[src/hw/rtl/bfce_pkg.sv]
`timescale 1ns / 1ps
`default_nettype none

package bfce_pkg;

    localparam int CharW    = 8;
    localparam int CodeW    = 5;
    localparam int BitPerW  = 10;
    localparam int StopPerW = 11;
    localparam int DurW     = 11;
    localparam int IdxW     = 4;
    localparam int SeqW     = 14;
    localparam int FrameW   = 7;

    localparam logic [BitPerW-1:0]  BitPerReset  = 10'd22;
    localparam logic [StopPerW-1:0] StopPerReset = 11'd33;
    localparam logic [BitPerW-1:0]  BitPerMax    = 10'd1000;
    localparam logic [StopPerW-1:0] StopPerMax   = 11'd1500;

    // event index of the final stop bit for one or two framed characters
    localparam logic [IdxW-1:0] LastIdxOne = 4'd6;
    localparam logic [IdxW-1:0] LastIdxTwo = 4'd13;

    localparam logic [CodeW-1:0] LtrsCode  = 5'b11111;
    localparam logic [CodeW-1:0] FigsCode  = 5'b11011;
    localparam logic [CodeW-1:0] SpaceCode = 5'b00100;

    localparam logic [CharW-1:0] ChLf = 8'h0A;
    localparam logic [CharW-1:0] ChCr = 8'h0D;

    typedef enum logic [1:0] {
        CLS_LTR,
        CLS_FIG,
        CLS_NEU
    } cls_t;

    typedef enum logic {
        CFG_BIT_PERIOD  = 1'b0,
        CFG_STOP_PERIOD = 1'b1
    } cfg_idx_t;

    typedef struct packed {
        cls_t             cls;
        logic [CodeW-1:0] code;
    } lut_t;

    typedef struct packed {
        logic             shift_en;
        logic [CodeW-1:0] shift_code;
        logic [CodeW-1:0] code;
        logic             letters_next;
        logic             after_next;
    } dec_t;

    localparam logic [CodeW-1:0] LetterCodes [26] = '{
        5'b11000, 5'b10011, 5'b01110, 5'b10010, 5'b10000,
        5'b10110, 5'b01011, 5'b00101, 5'b01100, 5'b11010,
        5'b11110, 5'b01001, 5'b00111, 5'b00110, 5'b00011,
        5'b01101, 5'b11101, 5'b01010, 5'b10100, 5'b00001,
        5'b11100, 5'b01111, 5'b11001, 5'b10111, 5'b10101,
        5'b10001
    };

    localparam logic [CodeW-1:0] DigitCodes [10] = '{
        5'b01101, 5'b11101, 5'b11001, 5'b10000, 5'b01010,
        5'b00001, 5'b10101, 5'b11100, 5'b01100, 5'b00011
    };

    function automatic lut_t char_lookup(input logic [CharW-1:0] c);
        lut_t             r;
        logic [CharW-1:0] off;
        r.cls  = CLS_FIG;
        r.code = SpaceCode;
        off    = '0;
        if (c >= 8'h41 && c <= 8'h5A) begin
            off    = c - 8'h41;
            r.cls  = CLS_LTR;
            r.code = LetterCodes[off[4:0]];
        end else if (c >= 8'h30 && c <= 8'h39) begin
            off    = c - 8'h30;
            r.code = DigitCodes[off[3:0]];
        end else begin
            case (c)
                8'h2D: r.code = 5'b11000;
                8'h3F: r.code = 5'b10011;
                8'h3A: r.code = 5'b01110;
                8'h28: r.code = 5'b11110;
                8'h29: r.code = 5'b01001;
                8'h2E: r.code = 5'b00111;
                8'h2C: r.code = 5'b00110;
                8'h2F: r.code = 5'b10111;
                8'h2B: r.code = 5'b10001;
                ChLf: begin
                    r.cls  = CLS_NEU;
                    r.code = 5'b01000;
                end
                ChCr: begin
                    r.cls  = CLS_NEU;
                    r.code = 5'b00010;
                end
                default: begin
                    r.cls  = CLS_NEU;
                    r.code = SpaceCode;
                end
            endcase
        end
        return r;
    endfunction

    // bit 0 is the start bit, bits 1..5 carry d1..d5, bit 6 is the stop bit
    function automatic logic [FrameW-1:0] frame_bits(input logic [CodeW-1:0] code);
        return {1'b1, code[0], code[1], code[2], code[3], code[4], 1'b0};
    endfunction

endpackage

`default_nettype wire

[src/hw/rtl/baudot_fsk_char_encoder.sv]
`timescale 1ns / 1ps
`default_nettype none

// ITA2 (Baudot) RTTY character encoder with timed key events.
// Input channel (s_*): one ASCII character per item. Result channel (m_*):
// one key event per item (level, duration in ms, last-event flag). Each
// character yields 7 events (start, d1..d5, stop), or 14 when a LTRS/FIGS
// shift character goes out first; the final event carries m_last_event.
// Latency: the first event is loaded into the output register once the
// sequencer advances after the character is taken. Throughput: one event
// per cycle from the output register while m_ready does not stall it; the
// next character is taken in the same cycle as the final event of the
// current one enters the output register, so events flow without gaps.
// Configuration: cfg_we/cfg_index/cfg_data write the bit period (index 0)
// and stop period (index 1); write them only while idle. Periods of 0 act as
// 1 and large values are clipped to 1000 and 1500 ms.
// Reset (aresetn low, synchronous): letters shift assumed, after-space flag
// clear, periods 22 and 33 ms, no event pending.
// When m_ready is low the current event holds and the sequencer stops; the
// input side is ready while idle and again as the final event of a character advances.
module baudot_fsk_char_encoder (
    input  wire logic                          aclk,
    input  wire logic                          aresetn,
    input  wire logic                          s_valid,
    output logic                               s_ready,
    input  wire logic [bfce_pkg::CharW-1:0]    s_char_code,
    output logic                               m_valid,
    input  wire logic                          m_ready,
    output logic                               m_mark_level,
    output logic [bfce_pkg::DurW-1:0]          m_duration_ms,
    output logic                               m_last_event,
    input  wire logic                          cfg_we,
    input  wire logic                          cfg_index,
    input  wire logic [bfce_pkg::StopPerW-1:0] cfg_data
);
    import bfce_pkg::*;

    logic [BitPerW-1:0]  bit_per_reg;
    logic [StopPerW-1:0] stop_per_reg;
    logic                letters_reg;
    logic                after_reg;

    logic                busy_reg;
    logic                two_reg;
    logic [IdxW-1:0]     idx_reg;
    logic [SeqW-1:0]     seq_reg;

    logic                m_valid_reg;
    logic                m_level_reg;
    logic [DurW-1:0]     m_dur_reg;
    logic                m_last_reg;

    dec_t                dec;
    logic                accept;
    logic                advance;
    logic                ev_last;
    logic                ev_stop;
    logic [BitPerW-1:0]  bit_eff;
    logic [StopPerW-1:0] stop_eff;
    logic [SeqW-1:0]     seq_next;

    bfce_decode u_decode (
        .char_code    (s_char_code),
        .letters_mode (letters_reg),
        .after_space  (after_reg),
        .dec          (dec)
    );

    always_comb begin
        bit_eff = bit_per_reg;
        if (bit_per_reg == '0) begin
            bit_eff = BitPerW'(1);
        end else if (bit_per_reg > BitPerMax) begin
            bit_eff = BitPerMax;
        end
        stop_eff = stop_per_reg;
        if (stop_per_reg == '0) begin
            stop_eff = StopPerW'(1);
        end else if (stop_per_reg > StopPerMax) begin
            stop_eff = StopPerMax;
        end
    end

    assign advance = busy_reg && (!m_valid_reg || m_ready);
    assign ev_last = (idx_reg == (two_reg ? LastIdxTwo : LastIdxOne));
    assign ev_stop = (idx_reg == LastIdxOne) || (idx_reg == LastIdxTwo);
    assign s_ready = !busy_reg || (advance && ev_last);
    assign accept  = s_valid && s_ready;

    always_comb begin
        if (dec.shift_en) begin
            seq_next = {frame_bits(dec.code), frame_bits(dec.shift_code)};
        end else begin
            seq_next = {{FrameW{1'b0}}, frame_bits(dec.code)};
        end
    end

    always_ff @(posedge aclk) begin
        if (!aresetn) begin
            bit_per_reg  <= BitPerReset;
            stop_per_reg <= StopPerReset;
        end else if (cfg_we) begin
            case (cfg_idx_t'(cfg_index))
                CFG_BIT_PERIOD:  bit_per_reg  <= cfg_data[BitPerW-1:0];
                CFG_STOP_PERIOD: stop_per_reg <= cfg_data;
                default: ;
            endcase
        end
    end

    // shift state moves forward when the character is taken
    always_ff @(posedge aclk) begin
        if (!aresetn) begin
            letters_reg <= 1'b1;
            after_reg   <= 1'b0;
        end else if (accept) begin
            letters_reg <= dec.letters_next;
            after_reg   <= dec.after_next;
        end
    end

    always_ff @(posedge aclk) begin
        if (!aresetn) begin
            busy_reg <= 1'b0;
            idx_reg  <= '0;
            two_reg  <= 1'b0;
        end else if (accept) begin
            busy_reg <= 1'b1;
            idx_reg  <= '0;
            two_reg  <= dec.shift_en;
        end else if (advance) begin
            if (ev_last) begin
                busy_reg <= 1'b0;
            end
            idx_reg <= idx_reg + IdxW'(1);
        end
    end

    always_ff @(posedge aclk) begin
        if (accept) begin
            seq_reg <= seq_next;
        end
    end

    always_ff @(posedge aclk) begin
        if (!aresetn) begin
            m_valid_reg <= 1'b0;
        end else if (advance) begin
            m_valid_reg <= 1'b1;
        end else if (m_ready) begin
            m_valid_reg <= 1'b0;
        end
    end

    always_ff @(posedge aclk) begin
        if (advance) begin
            m_level_reg <= seq_reg[idx_reg];
            m_dur_reg   <= ev_stop ? stop_eff : {1'b0, bit_eff};
            m_last_reg  <= ev_last;
        end
    end

    assign m_valid       = m_valid_reg;
    assign m_mark_level  = m_level_reg;
    assign m_duration_ms = m_dur_reg;
    assign m_last_event  = m_last_reg;

    a_accept_starts : assert property (@(posedge aclk) disable iff (!aresetn)
        accept |=> busy_reg && idx_reg == '0)
        else $error("sequencer did not restart on a new item");

    a_idx_bound : assert property (@(posedge aclk) disable iff (!aresetn)
        busy_reg |-> idx_reg <= (two_reg ? LastIdxTwo : LastIdxOne))
        else $error("event index ran past the final stop bit");

    a_last_ends : assert property (@(posedge aclk) disable iff (!aresetn)
        advance && ev_last && !accept |=> !busy_reg && m_valid_reg && m_last_reg)
        else $error("final event did not end the character");

    a_dur_nonzero : assert property (@(posedge aclk) disable iff (!aresetn)
        m_valid_reg |-> m_dur_reg != '0)
        else $error("key event with zero duration");

endmodule

`default_nettype wire

[src/hw/rtl/bfce_decode.sv]
`timescale 1ns / 1ps
`default_nettype none

module bfce_decode (
    input  wire logic [bfce_pkg::CharW-1:0] char_code,
    input  wire logic                       letters_mode,
    input  wire logic                       after_space,
    output bfce_pkg::dec_t                  dec
);
    import bfce_pkg::*;

    logic [CharW-1:0] c_up;
    lut_t             lut;
    logic             space_like;

    always_comb begin
        // fold lower case
        c_up = char_code;
        if (char_code >= 8'h61 && char_code <= 8'h7A) begin
            c_up = char_code - 8'h20;
        end
        lut        = char_lookup(c_up);
        space_like = (lut.cls == CLS_NEU) && (c_up != ChLf) && (c_up != ChCr);

        dec.code       = lut.code;
        dec.shift_en   = 1'b0;
        dec.shift_code = FigsCode;
        if (letters_mode && lut.cls == CLS_FIG) begin
            dec.shift_en = 1'b1;
        end else if (!letters_mode && lut.cls == CLS_LTR) begin
            dec.shift_en   = 1'b1;
            dec.shift_code = LtrsCode;
        end else if (after_space && lut.cls == CLS_FIG) begin
            dec.shift_en = 1'b1;
        end

        dec.letters_next = letters_mode;
        dec.after_next   = after_space;
        if (lut.cls == CLS_LTR || lut.cls == CLS_FIG) begin
            dec.after_next   = 1'b0;
            dec.letters_next = (lut.cls == CLS_LTR);
        end else if (space_like) begin
            dec.after_next = 1'b1;
        end
    end

endmodule

`default_nettype wire
[config.mk]
export PLATFORM = sky130hd
export DESIGN_NAME = baudot_fsk_char_encoder
export DESIGN_NICKNAME = d
export VERILOG_FILES = /design/src/hw/rtl/bfce_pkg.sv /design/src/hw/rtl/baudot_fsk_char_encoder.sv /design/src/hw/rtl/bfce_decode.sv
export SDC_FILE = /design/constraint.sdc
export NUM_CORES = 1
export LEC_CHECK = 0
export BUFFER_PORTS_ARGS = -buffer_cell sky130_fd_sc_hd__buf_2
export CAP_MARGIN = 10
export CORE_UTILIZATION = 30
export CTS_CLUSTER_DIAMETER = 100
export DETAILED_ROUTE_END_ITERATION = 10
export GPL_TIMING_DRIVEN = 1
export PLACE_DENSITY = 0.58
export SLEW_MARGIN = 10
export SYNTH_ARGS = -nofsm -noshare
export SYNTH_HDL_FRONTEND = slang
export SYNTH_SLANG_ARGS = --single-unit
[constraint.sdc]
create_clock -name aclk -period 4.6 [get_ports aclk]
set_input_delay 0.46 -clock aclk [delete_from_list [all_inputs] [get_ports aclk]]
set_output_delay 0.46 -clock aclk [all_outputs]
set_load 0.005 [all_outputs]
; After elaboration in Yosys (flattened, before gate mapping)
; Memories as Yosys holds them, arrays and structs flattened.
; Index checks and enable logic that the tools add are counted.
[word_totals]
out_inout_bits = 15
register_bits = 57
elab_cells = 118
romBits = 240
n_memories = 2
[classes]
eq_ne = 18
addsub = 4
n_mux = 31
n_reduce_logical = 33
bitwise_logic = 5
magnitude_cmp = 11
[mem_list]
columns = memory, words, width, rd, rd_clocked_by_memory_dff, write_ports, line
row1 = (name not given), 32, 5, 1, 0, 0, bfce_pkg.sv:78  ; r.code = LetterCodes[off[4:0]];
row2 = (name not given), 16, 5, 1, 0, 0, bfce_pkg.sv:81  ; r.code = DigitCodes[off[3:0]];
[ops]
columns = cell, count
row1 = "8-bit by 6-bit == test with 1-bit output, second input constant", 9
row2 = 5-bit one-hot mux with 11 select lines, 1
row3 = 10-bit two-way mux, 4
row4 = 5-bit two-way mux, 6
row5 = "8-bit by 4-bit == test with 1-bit output, second input constant", 2
row6 = "8-bit by 7-bit greater-or-equal comparator with 1-bit output, second input constant", 2
row7 = "8-bit by 7-bit <= comparator with 1-bit output, second input constant", 2
row8 = "8-bit by 4-bit inequality test with 1-bit output, second input constant", 2
row9 = 14-bit two-way mux, 1
row10 = "11-bit greater-than comparator, second input constant", 1
row11 = 1-bit logical AND, 11
row12 = 11-bit logical NOT, 1
row13 = 1-bit two-way mux, 11
row14 = 11-bit two-way mux, 1
row15 = "10-bit greater-than comparator, second input constant", 1
row16 = 10-bit logical NOT, 1
row17 = 2-bit AND reduction, 5
row18 = 9-bit OR reduction, 1
row19 = "8-bit by 6-bit greater-or-equal comparator with 1-bit output, second input constant", 1
row20 = "8-bit by 6-bit <= comparator with 1-bit output, second input constant", 1
row21 = 8-bit two-way mux, 1
row22 = 2-bit nonzero test, 4
row23 = "8-bit by 6-bit subtractor with 8-bit output, second input constant", 1
row24 = 7-bit two-way mux, 1
row25 = other kinds (22), 31

; Depth between registers and ports, before layout
[depth]
word_depth = 16
depth_mapped = 11

; Modules after synthesis
; From an unflattened synthesis, not the netlist that was laid out.
[unflattened]
cells_unflattened = 404
area_unflattened_um2 = 3503.4
[modules_own_cells]
columns = mod, area_each_um2, cells_per_inst, n_inst
row1 = baudot_fsk_char_encoder, 2437.3, 247, 1
row2 = bfce_decode, 1066.0, 157, 1

; Least setup slack after synthesis
; OpenSTA, ideal clock, no wires.
[synth_path]
path_kind = input to register
start = input port s_char_code[2] (netlist name)
end = register seq_reg[3], data pin
path_slack_ns = 1.931
stages = 11
setup_time_ns = 0.256
arrival_ns = 2.413
cell_sequence = buf_6 clkbuf_1 inv_1 ha_1 nor2b_1 a21o_1 a31oi_2 nor4_4 buf_4 o32ai_1 a22o_1
[synth_via]
elab_chain_cells = 14
word_cells_on_any_way = 49
cone_classes = add/sub (3) / order compare (6) / eq/ne (12) / mux (16) / bitwise (2) / reduce/logical (8) / memory (2)
[synth_rtl]
columns = element, line
row1 = start: declaration, baudot_fsk_char_encoder.sv:26  ; input wire logic [bfce_pkg::CharW-1:0] s_char_code,
row2 = 8-bit by 7-bit greater-or-equal comparator with 1-bit output or 8-bit by 7-bit <= comparator with 1-bit output (tied branches), bfce_decode.sv:19  ; if (char_code >= 8'h61 && char_code <= 8'h7A) begin
row3 = 1-bit logical AND, bfce_decode.sv:19
row4 = 8-bit two-way mux *, bfce_decode.sv:19
row5 = "parallel branches: the longest is 4 deep, another holds 5-bit by 1-bit subtractor with 5-bit output", n/a
row6 = 7-bit two-way mux *, bfce_pkg.sv:75  ; if (c >= 8'h41 && c <= 8'h5A) begin
row7 = 2-bit by 1-bit == test with 1-bit output, "bfce_decode.sv:28, bfce_decode.sv:33"
row8 = 1-bit logical AND, bfce_decode.sv:33  ; end else if (after_space && lut.cls == CLS_FIG) begin
row9 = 1-bit two-way mux, bfce_decode.sv:33
row10 = 1-bit two-way mux, bfce_decode.sv:30  ; end else if (!letters_mode && lut.cls == CLS_LTR) begin
row11 = 1-bit two-way mux, bfce_decode.sv:28  ; if (letters_mode && lut.cls == CLS_FIG) begin
row12 = 14-bit two-way mux *, baudot_fsk_char_encoder.sv:91  ; if (dec.shift_en) begin
row13 = named net seq_next[3], baudot_fsk_char_encoder.sv:60  ; logic [SeqW-1:0] seq_next;
row14 = end signal: assignment, baudot_fsk_char_encoder.sv:141  ; seq_reg <= seq_next;
row15 = end: declaration, baudot_fsk_char_encoder.sv:46  ; logic [SeqW-1:0] seq_reg;
; Mark *: on every way through the listed nets, which the timed path passes. The select of a mux whose other input is x is not followed.
; A chain may end at the register's enable or synchronous reset.

; Worst setup path after layout
[layout_path]
start = input port s_char_code[0] (netlist name)
end = register seq_reg[3], data pin
; Same word-level chain as after synthesis.

==> results.sh <==
export IMPL_crit_type="input pin to flip-flop"
export IMPL_p_int_mw=0.803
export IMPL_postSynthCellCount=410
export IMPL_cp_top_family="compound AO/OA/AOI/OAI gates"
export IMPL_synth_top_cell_area_share_pct=20.7
export IMPL_drt_iter0_markers=180
export IMPL_clock_latency_ns=0.30
export IMPL_synth_area_leaders="edfxtp_1, dfxtp_1, nand2_1"
export IMPL_io_pin_count=40
export IMPL_pwr_share_comb_pct=16.9
export IMPL_dieArea_um2=12000
export IMPL_cap_violations=0
export IMPL_fin_skew_ns=0.0103
export IMPL_stdcell_count=575
export IMPL_drt_drc_violations_left=0
export IMPL_grt_pass1_wl_um=13400
export IMPL_vdd_drop_max_mv=0.190
export IMPL_core_area_um2=11100
export IMPL_r2r_end="letters_reg"
export IMPL_postCtsResizedCells=0
export IMPL_worstReg2RegStart="idx_reg[1]"
export IMPL_root_buffer="clkbuf_16"
export IMPL_timing_critical_path_cells="buf_2, inv_1, ha_1, nor3b_4, a21oi_2, a31oi_2, nor4_4, o32ai_1, a22o_1"
export IMPL_first_global_vias=2771
export IMPL_sw_frac_of_total_pct=27.2
export IMPL_holdPathEnd="stop_per_reg[0]"
export IMPL_clkPwrFrac_pct=33.4
export IMPL_leakage_nw=1.51
export IMPL_gp_congestion=0.847
export IMPL_antenna_found_initial=0
export IMPL_cp_start_kind="input pin"
export IMPL_dieHeight_um=110
export IMPL_setup_tns_ns=0
export IMPL_cts_buffer_depth=2
export IMPL_finalCriticalPeriod_ns=2.95
export IMPL_max_freq_mhz=339
export IMPL_fin_nets=475
export IMPL_yosys_warnings=0
export IMPL_die_width_um=110
export IMPL_synth_xor_area_share_pct=1.77
export IMPL_start_util_pct=31.4
export IMPL_port_buffers=39
export IMPL_dp_hpwl_um=6030
export IMPL_outcome="finished, final reports clean"
export IMPL_synthAdderAreaFrac_pct=6.05
export IMPL_fin_area_um2=3880
export IMPL_dp_cells=567
export IMPL_cts_tree="built"
export IMPL_crit_slowest_cell="nor4_4"
export IMPL_avgSynthCellArea_um2=8.47
export IMPL_ys_types=65
export IMPL_vias=3064
export IMPL_cts_hold_buf=0
export IMPL_ys_ff_latch=54
export IMPL_cts_sinks=54
export IMPL_rr_worst_depth=6
export IMPL_cts_buffers_inserted=5
export IMPL_cp_arrival_ns=3.00
export IMPL_rsz0062_at_grt="no"
export IMPL_fin_crit_sh_pct=64.1
export IMPL_end_kind="flip-flop"
export IMPL_synth_area_um2=3470
export IMPL_worstHoldStart="cfg_data[0]"
export IMPL_clk_pin_slew_ns=0.07
export IMPL_drt_pass1_iter_count=5
export IMPL_synth_compound_area_share_pct=22.6
export IMPL_rrSetupSlack_ns=2.13
export IMPL_grt_remaining_overflow=0
export IMPL_num_rows=38
export IMPL_hold_path_class="input pin to flip-flop"
export IMPL_synthesis_nets=451
export IMPL_cts_htree_levels=2
export IMPL_synth_edf_count=24
export IMPL_cts_setup_buffers=0
export IMPL_syn2layout_area_growth_pct=11.6
export IMPL_cp_num_buf_inv=2
export IMPL_yosys_area_top_type="edfxtp_1"
export IMPL_grt_max_degree=21
export IMPL_placed_cell_area_um2=3730
export IMPL_drive_above_1_share_pct=13.8
export IMPL_seqPwrFrac_pct=49.7
export IMPL_synth_top_family_by_area="simple AND/OR/NAND/NOR gates"
export IMPL_cpPeakStageDelay_ns=0.67
export IMPL_grt_util_all_layers_pct=14.0
export IMPL_synth_common_cells="nand2_1, a21oi_1, dfxtp_1"
export IMPL_synthFlopType="dfxtp_1"
export IMPL_crit_fanout=12
export IMPL_switching_power_mw=0.300
export IMPL_routedWlPerCell_um=14.0
export IMPL_holdPathStages=3
export IMPL_finalHoldViolations=0
export IMPL_setup_viol=0
export IMPL_async_flop_share_pct=0
export IMPL_final_antenna_net_count=0
export IMPL_muxShareOfSynthArea_pct=2.67
export IMPL_diodes=0
export IMPL_avgViaCountPerCell=5.33
export IMPL_seq_area_frac_synth_pct=38.0
export IMPL_wl_um=8070
export IMPL_synth_simple_gate_area_share_pct=23.1
export IMPL_drv_slew=0
export IMPL_power_density_nw_per_um2=284
export IMPL_yosysMostFrequentCell="nand2_1"
export IMPL_worstMarginPinSlew_ns=0.999
export IMPL_required_ns=4.65
export IMPL_slew_headroom_pct=32.9
-- per-stage QoR --
step	total power [mW]	hold slack [ns]	worst slack, ns	utilization [%]
global placement	0.740	0.461	1.52	33.7
finish	1.10	0.409	1.65	35.0
global route	1.15	0.410	1.45	35.0
CTS	1.11	0.408	1.65	35.0
detailed placement	0.744	0.469	1.34	33.7
floorplan	0.688	0.441	1.93	-
-- cells by family after synthesis --
group	after synthesis
xor+xnor	7
compound gates	117
mux	9
buf+inv	46
flops	54
simple gates	160
fa+ha+maj	17
-- worst max path at each step --
stage,depth (start not counted),slack (ns),startpoint,to
after floorplan,11,1.93,s_char_code[2],seq_reg[3]
after global placement,9,1.52,s_char_code[0],seq_reg[3]
after detailed placement,9,1.34,s_char_code[0],seq_reg[3]
after CTS,9,1.65,s_char_code[0],seq_reg[3]
after global routing,9,1.45,s_char_code[0],seq_reg[10]
final,9,1.65,s_char_code[0],seq_reg[3]
-- metal layers --
layer	share of wire [%]	vias to the layer above	global-route usage, %	routed length, um
met2	46	108	23.0	3690
met5	0	-	0	0
met3	5.5	10	1.78	443
met1	47	1422	19.2	3830
met4	1.3	0	4.00	107
li1	-	1524	-	-
-- power by group through the flow --
stage	Combinational [mW]	Clock (mW)	Sequential, mW
floorplan	0.137	0	0.551
detailed placement	0.185	0	0.559
global placement	0.182	0	0.558
global route	0.209	0.395	0.551
finish	0.187	0.368	0.548
CTS	0.186	0.374	0.548
-- cell type report --
| class | count | area [um2] |
|---|---|---|
| Fill cell | 1138 | 7200 |
| Multi-Input combinational cell | 310 | 1950 |
| Sequential cell | 54 | 1320 |
| Timing Repair Buffer | 40 | 203 |
| Tap cell | 140 | 175 |
| Clock buffer | 6 | 129 |
| Inverter | 23 | 86.3 |
| Clock inverter | 2 | 13.8 |
-- cell usage in the layout (no fill, tap or decap), types with 5 or more instances in the layout --
cell type,n
clkbuf_16,5
nand3_1,13
dfxtp_1,30
or3_1,6
a211oi_1,5
mux2i_1,7
ha_1,16
buf_2,39
nand2b_1,6
a21oi_1,34
edfxtp_1,24
inv_1,23
nand2_1,65
a31oi_1,6
nor2_1,27
nor2b_1,9
o21ai_0,27
xnor2_1,5
nor3_1,9
-- tightest hold or removal path, stage by stage --
cell and delay [ns]:
buf_2 0.10, nand2_1 0.05, nand3_1 0.07
No activity file was read; power rests on OpenSTA's default activity.
